$ cat src/sv/capture_frequency_meter_assert.svh
// assertion macros for the capture frequency meter
`ifndef CAPTURE_FREQUENCY_METER_ASSERT_SVH
`define CAPTURE_FREQUENCY_METER_ASSERT_SVH

// same-cycle implication, clocked on clock, off during reset
`define CFM_ASSERT_SAME(label, ante, cons) \
   label: assert property (@(posedge clock) disable iff (reset) (ante) |-> (cons)) \
      else $error("capture_frequency_meter assertion failed");

// next-cycle implication, clocked on clock, off during reset
`define CFM_ASSERT_NEXT(label, ante, cons) \
   label: assert property (@(posedge clock) disable iff (reset) (ante) |=> (cons)) \
      else $error("capture_frequency_meter assertion failed");

`endif

$ cat src/sv/cfm_pkg.sv
// shared types and constants for the capture frequency meter
package cfm_pkg;
   localparam int RING_DEPTH_DEFAULT = 8;
   localparam int PERIOD_W = 17;
   localparam int FREQ_W = 48;
   localparam int CSR_IDX_W = 3;
   localparam int CSR_DATA_W = 32;

   localparam logic [CSR_IDX_W-1:0] CSR_CHANNEL_ENABLE = 3'd0;
   localparam logic [CSR_IDX_W-1:0] CSR_TIMER_PERIOD = 3'd1;
   localparam logic [CSR_IDX_W-1:0] CSR_TIMER_CLOCK_HZ = 3'd2;
   localparam logic [CSR_IDX_W-1:0] CSR_MIN_FREQ_Q16 = 3'd3;
   localparam logic [CSR_IDX_W-1:0] CSR_TIMEOUT_MS = 3'd4;

   localparam logic [1:0] STATUS_IDENT = 2'd0;
   localparam logic [1:0] STATUS_OK = 2'd1;
   localparam logic [1:0] STATUS_FAULT = 2'd2;
   localparam logic [1:0] STATUS_DISABLED = 2'd3;

   localparam logic [0:0] OP_CAPTURE = 1'b0;
   localparam logic [0:0] OP_EVALUATE = 1'b1;

   localparam logic [15:0] TIMER_PERIOD_RESET = 16'hFFFF;
   localparam logic [31:0] TIMEOUT_RESET = 32'd2000;
   localparam logic [3:0] SAMPLES_MAX = 4'd15;

   typedef struct packed {
      logic        enable;
      logic [15:0] timer_period;
      logic [31:0] clock_hz;
      logic [31:0] min_freq;
      logic [31:0] timeout;
   } cfg_type;

   typedef struct packed {
      logic                is_eval;
      logic                store;
      logic [PERIOD_W-1:0] delta;
      logic [31:0]         now_ms;
   } cmd_type;
endpackage

$ cat src/sv/cfm_ram.sv
// generic single-write, registered-read ram
module cfm_ram #(
   parameter int WIDTH = 17,
   parameter int DEPTH = 8,
   localparam int AW = (DEPTH > 1) ? $clog2(DEPTH) : 1
) (
   input  logic             clock,
   input  logic             we,
   input  logic [AW-1:0]    waddr,
   input  logic [WIDTH-1:0] wdata,
   input  logic [AW-1:0]    raddr,
   output logic [WIDTH-1:0] rdata
);
   logic [WIDTH-1:0] mem_ff [DEPTH];
   logic [WIDTH-1:0] rdata_ff;

   always_ff @(posedge clock) begin
      if (we) begin
         mem_ff[waddr] <= wdata;
      end
      rdata_ff <= mem_ff[raddr];
   end

   assign rdata = rdata_ff;
endmodule

$ cat src/sv/cfm_front.sv
// front end: takes words, works out capture deltas, classifies commands
module cfm_front (
   input  logic             clock,
   input  logic             reset,
   input  cfm_pkg::cfg_type cfg,
   input  logic             push,
   input  logic [0:0]       req_opcode,
   input  logic [15:0]      req_capture_value,
   input  logic [31:0]      req_now_ms,
   input  logic             q_full,
   output logic             q_push,
   output cfm_pkg::cmd_type q_cmd
);
   logic [15:0] last_ff;
   logic [15:0] last_in;
   logic [16:0] wrap_delta;
   logic [15:0] fwd_delta;
   logic [16:0] delta;
   logic        is_capture;

   assign q_push = push && !q_full;
   assign is_capture = (req_opcode == cfm_pkg::OP_CAPTURE);
   assign fwd_delta = req_capture_value - last_ff;
   assign wrap_delta = {1'b0, cfg.timer_period} - {1'b0, last_ff} + {1'b0, req_capture_value};
   assign delta = (req_capture_value >= last_ff) ? {1'b0, fwd_delta} : wrap_delta;

   always_comb begin
      q_cmd.is_eval = !is_capture;
      q_cmd.store = is_capture && (delta != 17'd0);
      q_cmd.delta = delta;
      q_cmd.now_ms = req_now_ms;
      last_in = last_ff;
      if (q_push && is_capture) begin
         last_in = req_capture_value;
      end
   end

   always_ff @(posedge clock) begin
      if (reset) begin
         last_ff <= 16'd0;
      end else begin
         last_ff <= last_in;
      end
   end
endmodule

$ cat src/sv/cfm_queue.sv
// two-entry command queue between front and back
module cfm_queue (
   input  logic             clock,
   input  logic             reset,
   input  logic             push,
   input  cfm_pkg::cmd_type din,
   output logic             full,
   input  logic             pop,
   output cfm_pkg::cmd_type dout,
   output logic             empty
);
   cfm_pkg::cmd_type mem_ff [2];
   logic       wr_ptr_ff;
   logic       wr_ptr_in;
   logic       rd_ptr_ff;
   logic       rd_ptr_in;
   logic [1:0] cnt_ff;
   logic [1:0] cnt_in;

   assign full = (cnt_ff == 2'd2);
   assign empty = (cnt_ff == 2'd0);
   assign dout = mem_ff[rd_ptr_ff];

   always_comb begin
      wr_ptr_in = wr_ptr_ff;
      rd_ptr_in = rd_ptr_ff;
      cnt_in = cnt_ff;
      if (push) begin
         wr_ptr_in = !wr_ptr_ff;
      end
      if (pop) begin
         rd_ptr_in = !rd_ptr_ff;
      end
      if (push && !pop) begin
         cnt_in = cnt_ff + 2'd1;
      end else if (pop && !push) begin
         cnt_in = cnt_ff - 2'd1;
      end
   end

   always_ff @(posedge clock) begin
      if (push) begin
         mem_ff[wr_ptr_ff] <= din;
      end
   end

   always_ff @(posedge clock) begin
      if (reset) begin
         wr_ptr_ff <= 1'b0;
         rd_ptr_ff <= 1'b0;
         cnt_ff <= 2'd0;
      end else begin
         wr_ptr_ff <= wr_ptr_in;
         rd_ptr_ff <= rd_ptr_in;
         cnt_ff <= cnt_in;
      end
   end
endmodule

$ cat src/sv/cfm_back.sv
// back end: ring update, sum walk, multiply, serial divide, result word
module cfm_back #(
   parameter int RING_DEPTH = cfm_pkg::RING_DEPTH_DEFAULT
) (
   input  logic             clock,
   input  logic             reset,
   input  cfm_pkg::cfg_type cfg,
   input  logic             q_empty,
   input  cfm_pkg::cmd_type q_cmd,
   output logic             q_pop,
   input  logic             rsp_pop,
   output logic             rsp_valid,
   output logic [47:0]      rsp_frequency_q16,
   output logic [1:0]       rsp_status,
   output logic [31:0]      rsp_pulse_total,
   output logic [3:0]       rsp_samples_held
);
   `include "capture_frequency_meter_assert.svh"

   localparam int CW = $clog2(RING_DEPTH + 1);
   localparam int AW = (RING_DEPTH > 1) ? $clog2(RING_DEPTH) : 1;
   localparam int PW = cfm_pkg::PERIOD_W;
   localparam int FW = cfm_pkg::FREQ_W;
   localparam int SW = PW + CW;
   localparam int MW = 32 + CW;
   localparam int NW = MW + 16;
   localparam int IW = $clog2(NW + 1);
   localparam int EW = (CW > 4) ? CW : 4;

   localparam logic [2:0] S_IDLE = 3'd0;
   localparam logic [2:0] S_SUM = 3'd1;
   localparam logic [2:0] S_MUL = 3'd2;
   localparam logic [2:0] S_DIV = 3'd3;
   localparam logic [2:0] S_FIN = 3'd4;
   localparam logic [2:0] S_RESULT = 3'd5;

   logic [2:0]    state_ff, state_in;
   logic [AW-1:0] widx_ff, widx_in;
   logic [CW-1:0] count_ff, count_in;
   logic [31:0]   pulse_ff, pulse_in;
   logic          newdata_ff, newdata_in;
   logic [31:0]   last_ms_ff, last_ms_in;
   logic [1:0]    held_status_ff, held_status_in;
   logic [FW-1:0] held_freq_ff, held_freq_in;
   logic [CW-1:0] k_ff, k_in;
   logic          issue_ff, issue_in;
   logic [SW-1:0] sum_ff, sum_in;
   logic [NW-1:0] qn_ff, qn_in;
   logic [SW:0]   rem_ff, rem_in;
   logic [IW-1:0] iter_ff, iter_in;
   logic          rsp_valid_ff, rsp_valid_in;
   logic [FW-1:0] rsp_freq_ff, rsp_freq_in;
   logic [1:0]    rsp_status_ff, rsp_status_in;
   logic [31:0]   rsp_pulse_ff, rsp_pulse_in;
   logic [3:0]    rsp_samples_ff, rsp_samples_in;

   logic          ram_we;
   logic [PW-1:0] ram_rdata;
   logic          slot_free;
   logic [1:0]    status_eff;
   logic [31:0]   idle_ms;
   logic [MW-1:0] product;
   logic [SW:0]   rem_sh;
   logic [SW:0]   sum_ext;
   logic [FW-1:0] sat_freq;
   logic [EW-1:0] count_ext;

   cfm_ram #(
      .WIDTH(PW),
      .DEPTH(RING_DEPTH)
   ) u_ring (
      .clock(clock),
      .we(ram_we),
      .waddr(widx_ff),
      .wdata(q_cmd.delta),
      .raddr(k_ff[AW-1:0]),
      .rdata(ram_rdata)
   );

   assign slot_free = !rsp_valid_ff || rsp_pop;
   assign status_eff = (held_status_ff == cfm_pkg::STATUS_DISABLED) ?
                       cfm_pkg::STATUS_IDENT : held_status_ff;
   assign idle_ms = q_cmd.now_ms - last_ms_ff;
   assign product = MW'(cfg.clock_hz) * MW'(count_ff);
   assign rem_sh = {rem_ff[SW-1:0], qn_ff[NW-1]};
   assign sum_ext = {1'b0, sum_ff};
   assign sat_freq = (|qn_ff[NW-1:FW]) ? {FW{1'b1}} : qn_ff[FW-1:0];
   assign count_ext = EW'(count_ff);

   always_comb begin
      state_in = state_ff;
      widx_in = widx_ff;
      count_in = count_ff;
      pulse_in = pulse_ff;
      newdata_in = newdata_ff;
      last_ms_in = last_ms_ff;
      held_status_in = held_status_ff;
      held_freq_in = held_freq_ff;
      k_in = k_ff;
      issue_in = issue_ff;
      sum_in = sum_ff;
      qn_in = qn_ff;
      rem_in = rem_ff;
      iter_in = iter_ff;
      rsp_valid_in = rsp_valid_ff && !rsp_pop;
      rsp_freq_in = rsp_freq_ff;
      rsp_status_in = rsp_status_ff;
      rsp_pulse_in = rsp_pulse_ff;
      rsp_samples_in = rsp_samples_ff;
      ram_we = 1'b0;
      q_pop = 1'b0;
      case (state_ff)
         S_IDLE: begin
            if (!q_empty) begin
               q_pop = 1'b1;
               if (!q_cmd.is_eval) begin
                  if (q_cmd.store) begin
                     ram_we = 1'b1;
                     widx_in = (widx_ff == AW'(RING_DEPTH - 1)) ? '0 : widx_ff + 1'b1;
                     if (count_ff != CW'(RING_DEPTH)) begin
                        count_in = count_ff + 1'b1;
                     end
                  end
                  pulse_in = pulse_ff + 32'd1;
                  newdata_in = 1'b1;
               end else begin
                  newdata_in = 1'b0;
                  state_in = S_RESULT;
                  if (!cfg.enable) begin
                     held_status_in = cfm_pkg::STATUS_DISABLED;
                     held_freq_in = '0;
                  end else if (newdata_ff) begin
                     last_ms_in = q_cmd.now_ms;
                     if (count_ff != '0) begin
                        held_status_in = status_eff;
                        k_in = '0;
                        issue_in = 1'b0;
                        sum_in = '0;
                        state_in = S_SUM;
                     end else begin
                        held_status_in = cfm_pkg::STATUS_IDENT;
                     end
                  end else if (idle_ms >= cfg.timeout) begin
                     held_freq_in = '0;
                     held_status_in = cfm_pkg::STATUS_FAULT;
                     count_in = '0;
                     widx_in = '0;
                  end else begin
                     held_status_in = status_eff;
                  end
               end
            end
         end
         S_SUM: begin
            // the ram read is issued, then its registered data is accumulated in the next cycle
            issue_in = (k_ff != count_ff);
            if (k_ff != count_ff) begin
               k_in = k_ff + 1'b1;
            end
            if (issue_ff) begin
               sum_in = sum_ff + SW'(ram_rdata);
            end
            if (k_ff == count_ff && !issue_ff) begin
               state_in = S_MUL;
            end
         end
         S_MUL: begin
            qn_in = {product, 16'd0};
            rem_in = '0;
            iter_in = '0;
            state_in = S_DIV;
         end
         S_DIV: begin
            if (rem_sh >= sum_ext) begin
               rem_in = rem_sh - sum_ext;
               qn_in = {qn_ff[NW-2:0], 1'b1};
            end else begin
               rem_in = rem_sh;
               qn_in = {qn_ff[NW-2:0], 1'b0};
            end
            iter_in = iter_ff + 1'b1;
            if (iter_ff == IW'(NW - 1)) begin
               state_in = S_FIN;
            end
         end
         S_FIN: begin
            held_freq_in = sat_freq;
            held_status_in = (sat_freq >= FW'(cfg.min_freq)) ?
                             cfm_pkg::STATUS_OK : cfm_pkg::STATUS_FAULT;
            state_in = S_RESULT;
         end
         S_RESULT: begin
            if (slot_free) begin
               rsp_valid_in = 1'b1;
               rsp_freq_in = held_freq_ff;
               rsp_status_in = held_status_ff;
               rsp_pulse_in = pulse_ff;
               rsp_samples_in = (count_ext > EW'(cfm_pkg::SAMPLES_MAX)) ?
                                cfm_pkg::SAMPLES_MAX : count_ext[3:0];
               state_in = S_IDLE;
            end
         end
         default: begin
            state_in = S_IDLE;
         end
      endcase
   end

   always_ff @(posedge clock) begin
      if (reset) begin
         state_ff <= S_IDLE;
         widx_ff <= '0;
         count_ff <= '0;
         pulse_ff <= 32'd0;
         newdata_ff <= 1'b0;
         last_ms_ff <= 32'd0;
         held_status_ff <= cfm_pkg::STATUS_OK;
         held_freq_ff <= '0;
         k_ff <= '0;
         issue_ff <= 1'b0;
         iter_ff <= '0;
         rsp_valid_ff <= 1'b0;
      end else begin
         state_ff <= state_in;
         widx_ff <= widx_in;
         count_ff <= count_in;
         pulse_ff <= pulse_in;
         newdata_ff <= newdata_in;
         last_ms_ff <= last_ms_in;
         held_status_ff <= held_status_in;
         held_freq_ff <= held_freq_in;
         k_ff <= k_in;
         issue_ff <= issue_in;
         iter_ff <= iter_in;
         rsp_valid_ff <= rsp_valid_in;
      end
   end

   always_ff @(posedge clock) begin
      sum_ff <= sum_in;
      qn_ff <= qn_in;
      rem_ff <= rem_in;
      rsp_freq_ff <= rsp_freq_in;
      rsp_status_ff <= rsp_status_in;
      rsp_pulse_ff <= rsp_pulse_in;
      rsp_samples_ff <= rsp_samples_in;
   end

   assign rsp_valid = rsp_valid_ff;
   assign rsp_frequency_q16 = rsp_freq_ff;
   assign rsp_status = rsp_status_ff;
   assign rsp_pulse_total = rsp_pulse_ff;
   assign rsp_samples_held = rsp_samples_ff;

   `CFM_ASSERT_SAME(a_count_bound, 1'b1, count_ff <= CW'(RING_DEPTH))
   `CFM_ASSERT_SAME(a_walk_bound, state_ff == S_SUM, k_ff <= count_ff)
   `CFM_ASSERT_NEXT(a_result_out, state_ff == S_RESULT && slot_free, rsp_valid_ff)
   `CFM_ASSERT_SAME(a_no_pop_busy, state_ff != S_IDLE, !q_pop)
endmodule

$ cat src/sv/capture_frequency_meter.sv
// top level of the capture frequency meter: config registers, front, queue, back
// capture word: handled in the idle state of the back after the queue; the next word may follow at once
// evaluate word with new data and samples: walks the sum, multiply, divide, finish and result
//   states, the divider giving one quotient bit per cycle; other evaluates go straight to the result state
// one word is worked at a time in the back; the queue holds two more words
// synchronous active-high reset clears control state; config returns to defaults
module capture_frequency_meter #(
   parameter int RING_DEPTH = cfm_pkg::RING_DEPTH_DEFAULT
) (
   input  logic                              clock,
   input  logic                              reset,
   input  logic                              push,
   output logic                              full,
   input  logic [0:0]                        req_opcode,
   input  logic [15:0]                       req_capture_value,
   input  logic [31:0]                       req_now_ms,
   output logic                              empty,
   input  logic                              pop,
   output logic [47:0]                       rsp_frequency_q16,
   output logic [1:0]                        rsp_status,
   output logic [31:0]                       rsp_pulse_total,
   output logic [3:0]                        rsp_samples_held,
   input  logic                              csr_we,
   input  logic [cfm_pkg::CSR_IDX_W-1:0]     csr_index,
   input  logic [cfm_pkg::CSR_DATA_W-1:0]    csr_wdata
);
   cfm_pkg::cfg_type cfg_ff;
   cfm_pkg::cfg_type cfg_in;
   cfm_pkg::cmd_type f_cmd;
   cfm_pkg::cmd_type q_cmd;
   logic             f_push;
   logic             q_full;
   logic             q_empty;
   logic             q_pop;
   logic             rsp_valid;

   always_comb begin
      cfg_in = cfg_ff;
      if (csr_we) begin
         case (csr_index)
            cfm_pkg::CSR_CHANNEL_ENABLE: cfg_in.enable = csr_wdata[0];
            cfm_pkg::CSR_TIMER_PERIOD:   cfg_in.timer_period = csr_wdata[15:0];
            cfm_pkg::CSR_TIMER_CLOCK_HZ: cfg_in.clock_hz = csr_wdata;
            cfm_pkg::CSR_MIN_FREQ_Q16:   cfg_in.min_freq = csr_wdata;
            cfm_pkg::CSR_TIMEOUT_MS:     cfg_in.timeout = csr_wdata;
            default: begin
               cfg_in = cfg_ff;
            end
         endcase
      end
   end

   always_ff @(posedge clock) begin
      if (reset) begin
         cfg_ff.enable <= 1'b0;
         cfg_ff.timer_period <= cfm_pkg::TIMER_PERIOD_RESET;
         cfg_ff.clock_hz <= 32'd0;
         cfg_ff.min_freq <= 32'd0;
         cfg_ff.timeout <= cfm_pkg::TIMEOUT_RESET;
      end else begin
         cfg_ff <= cfg_in;
      end
   end

   cfm_front u_front (
      .clock(clock),
      .reset(reset),
      .cfg(cfg_ff),
      .push(push),
      .req_opcode(req_opcode),
      .req_capture_value(req_capture_value),
      .req_now_ms(req_now_ms),
      .q_full(q_full),
      .q_push(f_push),
      .q_cmd(f_cmd)
   );

   cfm_queue u_queue (
      .clock(clock),
      .reset(reset),
      .push(f_push),
      .din(f_cmd),
      .full(q_full),
      .pop(q_pop),
      .dout(q_cmd),
      .empty(q_empty)
   );

   cfm_back #(
      .RING_DEPTH(RING_DEPTH)
   ) u_back (
      .clock(clock),
      .reset(reset),
      .cfg(cfg_ff),
      .q_empty(q_empty),
      .q_cmd(q_cmd),
      .q_pop(q_pop),
      .rsp_pop(pop),
      .rsp_valid(rsp_valid),
      .rsp_frequency_q16(rsp_frequency_q16),
      .rsp_status(rsp_status),
      .rsp_pulse_total(rsp_pulse_total),
      .rsp_samples_held(rsp_samples_held)
   );

   assign full = q_full;
   assign empty = !rsp_valid;
endmodule

$ cat config.mk
export PLATFORM = sky130hd
export DESIGN_NAME = capture_frequency_meter
export DESIGN_NICKNAME = d
export VERILOG_FILES = /design/src/sv/cfm_pkg.sv /design/src/sv/cfm_ram.sv /design/src/sv/cfm_front.sv /design/src/sv/cfm_queue.sv /design/src/sv/cfm_back.sv /design/src/sv/capture_frequency_meter.sv
export VERILOG_INCLUDE_DIRS = /design/src /design/src/sv
export SDC_FILE = /design/constraint.sdc
export NUM_CORES = 1
export LEC_CHECK = 0
export ABC_AREA = 0
export BUFFER_PORTS_ARGS = -buffer_cell sky130_fd_sc_hd__buf_4
export CAP_MARGIN = 15
export CORE_MARGIN = 5
export CORE_UTILIZATION = 45
export CTS_CLUSTER_SIZE = 25
export DETAILED_ROUTE_END_ITERATION = 8
export GPL_ROUTABILITY_DRIVEN = 0
export SYNTH_ARGS = -nofsm -noshare
export SYNTH_HDL_FRONTEND = slang
export SYNTH_SLANG_ARGS = --single-unit
$ cat constraint.sdc
create_clock -name clock -period 10.4 [get_ports clock]
set_clock_uncertainty 0.1 [all_clocks]
set_input_delay 0.52 -clock clock [delete_from_list [all_inputs] [get_ports clock]]
set_output_delay 0.52 -clock clock [all_outputs]
set_load 0.03 [all_outputs]
==> summary.txt, run 1 <==
Final layout
  – Post-layout instance area: 42,200 um^2
  – Final #Nets: 4,030
  – Share of cells above drive strength 1: 13.5%
  – Area grow syn2layout: 14.9%
  – Non-Filler Instances: 4,772

Detailed routing
  – ANT nets after route: 0
  – DR pass1 iterations: 5
  – Wire per inst: 18.1 um
  – Via Count: 25,500
  – DR iter-0 viols: 1,543
  – DR vias/cell: 5.34
  – Residual DRC: 0
  – Post-Route WL: 86,200 um

Timing
  – Fin crit share: 65.7%
  – Setup_tns: 0 ns
  – Slew Limit Fails: 0
  – RSZ-0062 raised after global routing: no
  – Final setup viols: 0
  – Peak Freq: 146 MHz
  – Post-route minimum period: 6.83 ns
  – Worst Hold Slack: 0.0392 ns
  – Final hold violations: 0
  – Worst-Margin Slew: 1.17 ns
  – Slew margin rel.: 22.1%

Worst setup path
  – CP required: 10.82 ns
  – Critical Path AT: 7.25 ns
  – Crit path max fanout: 48
  – CP endpoint kind: flip-flop
  – Crit path kind: reg -> reg
  – Setup crit start kind: flip-flop

Global route
  – Antenna violations before repair: 6
  – Number of global-route vias before repair: 25,000
  – Largest net degree at the start of global routing: 87
  – Total Routing Usage GR: 19.5%
  – Total grt overflow: 0
  – Global-route wire length before repair: 137,000 um

Power and ir drop
  – Clock power frac: 33.6%
  – Lkg Pwr: 16.1 nW
  – Total power: 8.24 mW
  – Power per cell area: 195 nW/um^2
  – Internal Pwr Total: 5.79 mW
  – Maximum vdd drop: 0.139 mV
  – Switching Power: 2.45 mW
  – Comb pwr share: 23.1%
  – Reg power frac: 43.3%
  – Sw Ratio: 29.8%

Floorplanning
  – Chip width: 296 um
  – Die height: 296 um
  – Starting Density: 45.5%
  – Rows: 104
  – Core outline area: 80,700 um^2
  – Die area: 87,300 um^2
  – I/O pin cnt: 177

Clock network
  – CTS max path bufs: 3
  – CTS tree: built
  – H-tree levels: 3
  – Inserted Clock Buffers: 79
  – Clk Latency, worst-skew pair: 0.63 ns
  – Post-cts repair resize count: 0
  – Clock sinks: 706
  – Clock transition at path regs: 0.06 ns
  – CTS root buffer: clkbuf_16

Place
  – Final HPWL DP: 61,400 um
  – Count of input and output buffers: 176
  – Cell Area, Placed: 39,200 um^2
  – Cell count after placement: 4,589

Yosys
  – Top cell type's share of synthesized area: 34.2%
  – Cells after Synth: 3,458
  – Synth Area in XOR/XNOR: 3.37%
  – Main combinational cell family by area after synthesis: simple AND/OR/NAND/NOR gates
  – Yosys reg bits: 706
  – Leading area contributor after synthesis: edfxtp_1
  – Asr flop ratio synth: 0%
  – Synth Area in Compound Gates: 11.7%
  – Adder-cell area share of the yosys netlist: 11.7%
  – Simple-gate share of the synthesized area: 12.9%
  – Mapped cell area: 36,700 um^2
  – Number of flops mapped to enable cells by yosys: 418
  – Count leader, synth: nand2_1
  – Average size of a mapped cell: 10.6 um^2
  – Top FF cell, synth: edfxtp_1
  – Mux share of post-synthesis cell area: 5.74%
  – Synth top cells by count: nand2_1, edfxtp_1, inv_1
  – Syn Nets: 3,842
  – Count of warnings emitted by yosys: 0
  – Seq/Total Area, Yosys: 49.9%
  – Post-synth cell types: 78
  – Ranking of synthesized cells by area: edfxtp_1, dfxtp_1, ha_1, nand2_1, fa_1

Hold path
  – Min-Delay Path Class: in -> reg

Flow run
  – Max-cap viol count: 0

Status
  – Status: complete, no violations
[cells by family (layout without fill, tap and decap cells)]
group / count (synthesis) / count (layout)
compound gates: 677 / 677
xor+xnor: 141 / 141
fa+ha+maj: 295 / 295
buf+inv: 442 / 691
flops: 706 / 706
mux: 158 / 158
other cells: 0 / 5
simple gates: 1039 / 1039
[final timing paths]
path,start,end,slack [ns],cells past startpoint
worst max-delay path,flip-flop,u_back.held_freq_ff[41]$_SDFFE_PP0P_,3.57,22
worst min-delay path,req_opcode,u_queue.mem_ff[0][50]$_DFFE_PP_,0.04,1
worst max register to register,flip-flop,u_back.held_freq_ff[41]$_SDFFE_PP0P_,3.57,22
worst min register to register,u_back.held_freq_ff[21]$_SDFFE_PP0P_,u_back.rsp_frequency_q16[21]$_DFFE_PP_,0.33,0
[power by group through the flow]
stage / sequential [mW] / combinational, mW / clock (mW)
3_5_place_dp: 3.62 / 1.89 / 0
2_1_floorplan: 3.63 / 1.33 / 0
5_1_grt: 3.60 / 2.12 / 2.97
6_report: 3.57 / 1.90 / 2.77
4_1_cts: 3.57 / 1.91 / 2.84
3_3_place_gp: 3.62 / 1.88 / 0
[area by class of cell]
class                   count  area [um^2]
inverters                 304         1140
clock inverters            37          408
repair buffers            245         1960
fillers                  7252        38500
well taps                1060         1330
multi-input cells        2310        16800
diodes                      5         12.5
clock buffers             105         2200
flip-flops and latches    706        18300
[state kept, by name, summed over array words and instances, names as in the netlist, 2 cells and up, named ones only]
name                      flops
u_back.count_ext              4
u_back.u_ring.mem_ff        136
u_back.held_status_ff         2
u_front.last_ff              16
u_back.u_ring.rdata          17
u_back.rsp_pulse_total       32
u_back.rsp_status             2
u_queue.mem_ff              102
u_back.rem_ff                21
u_back.state_ff               3
u_back.k_ff                   4
u_back.pulse_ff              32
u_back.sum_ff                21
u_back.held_freq_ff          48
u_back.iter_ff                6
u_queue.cnt_ff                2
u_back.rsp_samples_held       4
u_back.last_ms_ff            32
u_back.rsp_frequency_q16     48
u_back.qn_ff                 52
cfg_ff                      113
u_back.widx_ff                3
[stage by stage]
step,setup WS (ns),utilization (%)
floorplan,4.92,-
global placement,3.74,48.5
detailed placement,3.63,48.5
CTS,3.57,52.2
global route,3.12,52.3
finish,3.57,52.3
[layer usage]
metal  vias up  routed length (um)  part of all wire (%)  global-route usage (%)
met3       103                4920                   5.7                    3.94
met4         2                1710                   2.0                    4.83
met5         -                  13                 0.015                       0
met1     12300               40200                    47                    27.4
met2       496               39300                    46                    31.4
li1      12600                   -                     -                       -
[critical path: stages, from the launching register on]
cell,delay (ns)
dfxtp_2,0.66
buf_4,0.49
mux2_2,0.41
ha_1,0.37
o21ai_1,0.12
a211oi_1,0.41
o211ai_1,0.15
nand2_1,0.15
a41oi_1,0.20
o31ai_1,0.45
a21oi_1,0.25
o2111ai_1,0.23
or3b_1,0.37
ha_1,0.30
a21o_1,0.18
a21o_1,0.16
a21oi_1,0.17
o221ai_1,0.14
a221o_1,0.37
and2_1,0.23
o22ai_4,0.09
buf_4,0.46
o2bb2ai_1,0.17
[repair_timing]
action	CTS	global route
hold endpoints to repair	64	0
hold buffers	32	0
setup buffers	0	0
[cells in the final DEF (no fill, tap or decap), types with 31 or more instances in the layout]
master	count
ha_1	215
fa_1	80
dfxtp_1	286
nor3_1	42
a21oi_1	267
dlygate4sd3_1	32
mux4_2	34
buf_4	209
a21o_1	67
and2_1	45
nand3_1	56
nand2_1	459
o21ai_0	96
xnor2_1	79
clkbuf_16	80
inv_1	301
nor2_1	217
edfxtp_1	418
or2_2	40
xor2_1	62
mux2i_1	53
a32o_1	31
mux2_2	70
Power figures use the tool's default switching activity.
==> run 2, diff against run 1 <==
--- a/config.mk
+++ b/config.mk
@@ -6,7 +6,7 @@
 export SDC_FILE = /design/constraint.sdc
 export NUM_CORES = 1
 export LEC_CHECK = 0
-export ABC_AREA = 0
+export ABC_AREA = 1
 export BUFFER_PORTS_ARGS = -buffer_cell sky130_fd_sc_hd__buf_4
 export CAP_MARGIN = 15
 export CORE_MARGIN = 5
==> constraint.sdc (replaced) <==
create_clock -name clock -period 5.9 [get_ports clock]
set_clock_uncertainty 0.1 [all_clocks]
set_input_delay 0.295 -clock clock [delete_from_list [all_inputs] [get_ports clock]]
set_output_delay 0.295 -clock clock [all_outputs]
set_load 0.03 [all_outputs]
==> run 2 against run 1 <==
Compared with the run above: largest power group unchanged; setup slack worse by 2.8 ns; clock power up 77%; largest cell class unchanged; power up 100%.
==> summary.txt, run 2 <==
Status
  – Status: complete, no violations

Yosys
  – Syn Nets: 4,847 (+26%)
  – Seq/Total Area, Yosys: 47.8% (-2.1 points)
  – Asr flop ratio synth: 0% (unchanged)
  – Leading area contributor after synthesis: edfxtp_1
  – Top FF cell, synth: edfxtp_1
  – Count leader, synth: nand2_1
  – Average size of a mapped cell: 8.59 um^2 (-19%)
  – Top cell type's share of synthesized area: 32.8% (-1.5 points)
  – Post-synth cell types: 63 (-19%)
  – Ranking of synthesized cells by area: edfxtp_1, dfxtp_1, nand2_1, ha_1, inv_1
  – Yosys reg bits: 706 (unchanged)
  – Count of warnings emitted by yosys: 0 (unchanged)
  – Cells after Synth: 4,463 (+29%)
  – Number of flops mapped to enable cells by yosys: 418 (unchanged)
  – Mapped cell area: 38,300 um^2 (+4.5%)
  – Synth top cells by count: nand2_1, inv_1, edfxtp_1

Final layout
  – Max reg flops: 136 (unchanged)
  – Most frequent cells in the layout: nand2_1, inv_1, edfxtp_1
  – Most flops, register: u_back.u_ring.mem_ff
  – Share of cells above drive strength 1: 8.78% (-4.8 points)
  – Commonest non-fill, non-tap cell in the layout: nand2_1
  – Area grow syn2layout: 15.4%
  – Final #Nets: 5,070 (+26%)
  – Biggest regs: u_back.u_ring.mem_ff (136), cfg_ff (113), u_queue.mem_ff (102)
  – Ant. Diodes: 0 (-5)

Floorplanning
  – Chip width: 302 um (+2.1%)
  – Starting Density: 45.2% (-0.32 points)
  – Die height: 302 um (+2.1%)
  – I/O pin cnt: 177 (unchanged)
  – Rows: 107 (+2.9%)
  – Core outline area: 84,900 um^2 (+5.2%)
  – Die area: 91,100 um^2 (+4.3%)

Timing
  – Final setup viols: 0 (unchanged)
  – Fin crit share: 86.4% (+21 points)
  – Setup_tns: 0 ns (unchanged)
  – Slew Limit Fails: 0 (unchanged)
  – Slew margin rel.: 23.2% (+1.1 points)
  – Post-route minimum period: 5.10 ns (-1.73 ns)
  – Final hold violations: 0 (unchanged)
  – Worst-Margin Slew: 1.15 ns (-0.0147 ns)
  – Peak Freq: 196 MHz (+34%)
  – RSZ-0062 raised after global routing: no
  – Worst setup slack after layout: 0.804 ns (-2.77 ns)

Global route
  – Global-route wire length before repair: 161,000 um (+18%)
  – Number of global-route vias before repair: 29,400 (+18%)
  – Total grt overflow: 0 (unchanged)
  – Total Routing Usage GR: 22.0% (+2.5 points)
  – Antenna violations before repair: 7 (+1)
  – Largest net degree at the start of global routing: 84 (-3.4%)

Power and ir drop
  – Clock power frac: 29.6% (-4.0 points)
  – Switching Power: 5.88 mW (+140%)
  – Maximum vdd drop: 0.273 mV (+97%)
  – Sw Ratio: 35.7% (+5.9 points)
  – Reg power frac: 39.0% (-4.3 points)
  – Power per cell area: 373 nW/um^2 (+91%)
  – Comb pwr share: 31.4% (+8.3 points)
  – Internal Pwr Total: 10.6 mW (+83%)
  – Lkg Pwr: 18.4 nW (+14%)

Detailed routing
  – DR iter-0 viols: 2,338 (+52%)
  – DR pass1 iterations: 5 (unchanged)
  – Residual DRC: 0 (unchanged)
  – Post-Route WL: 102,000 um (+18%)
  – DR vias/cell: 5.20 (-2.6%)
  – Via Count: 30,700 (+20%)
  – Wire per inst: 17.3 um (-4.3%)
  – ANT nets after route: 0 (unchanged)

Place
  – Pre-CTS setup slack: 0.828 ns (-2.80 ns)
  – Final HPWL DP: 75,000 um (+22%)
  – Count of input and output buffers: 176 (unchanged)

Clock network
  – Clk Latency, worst-skew pair: 0.65 ns (+0.02 ns)
  – Inserted Clock Buffers: 78 (-1.3%)
  – Clock transition at path regs: 0.06 ns (about the same)
  – CTS max path bufs: 3 (unchanged)
  – CTS root buffer: clkbuf_16
  – CTS tree: built
  – H-tree levels: 3 (unchanged)
  – Clock sinks: 706 (unchanged)

Worst setup path
  – Setup crit start kind: flip-flop
  – Critical Path AT: 5.55 ns (-1.70 ns)
  – Crit path kind: reg -> reg
  – Slowest-stage cell, CP: buf_4
  – CP required: 6.35 ns (-4.47 ns)
  – Worst path max stage delay: 0.48 ns (-0.18 ns)
  – Crit path max fanout: 51 (+6.3%)
  – CP endpoint kind: flip-flop
  – CP most frequent cell: nand2_1

Flow run
  – Max-cap viol count: 0 (unchanged)

Hold path
  – Min-Delay Path Class: in -> reg
==> run 2: cell count changes in the layout (fill, tap and decap cells not counted), moves of 83 or more <==
cell | before | now
nand3_1 | 56 | 139
nand2_1 | 459 | 956
o21ai_0 | 96 | 357
inv_1 | 301 | 580
nor2_1 | 217 | 403
a21oi_1 | 267 | 399
==> run 2: cell families after synthesis <==
logic type	count (synthesis)	share of synthesized area, %
AND/OR/NAND/NOR	1704	18.6
buffers and inverters	744	7.50
adder cells (fa/ha/maj)	295	11.2
flip-flops	706	47.8
multiplexers	2	0.0522
XOR/XNOR	87	1.99
AO/OA/AOI/OAI	925	12.9
==> run 2: stage by stage <==
step	cells	hold WS, ns	util [%]	area, um^2	total power [mW]
after global routing	5896	0.212	52.1	44200	17.6
after CTS	5896	0.116	52.1	44200	16.6
after floorplan	4463	0.294	-	38300	10.2
final	5896	0.164	52.1	44200	16.5
after global placement	5664	0.319	48.0	40800	11.6
after detailed placement	5664	0.315	48.0	40800	11.6
==> run 2: worst paths after layout <==
kind | cells after the start | startpoint | end | slack, ns
max | 25 | flip-flop | u_back.held_freq_ff[37]$_SDFFE_PP0P_ | 0.80
min | 5 | push | u_queue.wr_ptr_ff$_SDFFE_PP0P_ | 0.16
max reg2reg | 25 | flip-flop | u_back.held_freq_ff[37]$_SDFFE_PP0P_ | 0.80
min reg2reg | 0 | u_back.held_freq_ff[28]$_SDFFE_PP0P_ | u_back.rsp_frequency_q16[28]$_DFFE_PP_ | 0.33
==> run 2: worst max-delay path: cells and delay by family (launching register included) <==
kind                       cells  cell delay [ns]
AOI/OAI and AO/OA              7             1.18
and+or+nand+nor               10             1.07
buffers and inverters          3             0.95
adders and majority gates      3             0.86
DFF                            1             0.33
muxes                          1             0.31
xor gates and xnor gates       1             0.15
==> run 2: what timing repair did <==
| action | 4_1_cts | 5_1_grt |
|---|---|---|
| setup buffers | 0 | 0 |
| hold buffers | 86 | 0 |
| hold endpoints to repair | 195 | 0 |
| endpoints found under the setup margin | 0 | 0 |
| resized for setup | 0 | 0 |
==> run 2: per-layer routing <==
layer / global-route usage [%] / up-vias / wire (um)
met4: 5.65 / 0 / 2600
met5: 0 / - / 0
met1: 31.8 / 14400 / 48500
met3: 2.83 / 172 / 5400
li1: - / 15300 / -
met2: 35.5 / 799 / 45500
==> run 2: final cells by class <==
cell class | instances | area (um^2)
inverter | 594 | 2240
clock inverter | 34 | 409
timing repair buffer | 293 | 2410
multi-input combinational | 3013 | 17200
clock buffer | 112 | 2180
sequential | 706 | 18300
fill | 7965 | 40600
tap | 1144 | 1430
==> run 2: power groups by stage <==
stage	Clock [mW]	Combinational (mW)	Sequential, mW
detailed placement	0	5.11	6.53
floorplan	0	3.65	6.54
global route	5.20	5.89	6.49
CTS	5.00	5.18	6.43
finish	4.89	5.18	6.43
global placement	0	5.05	6.53
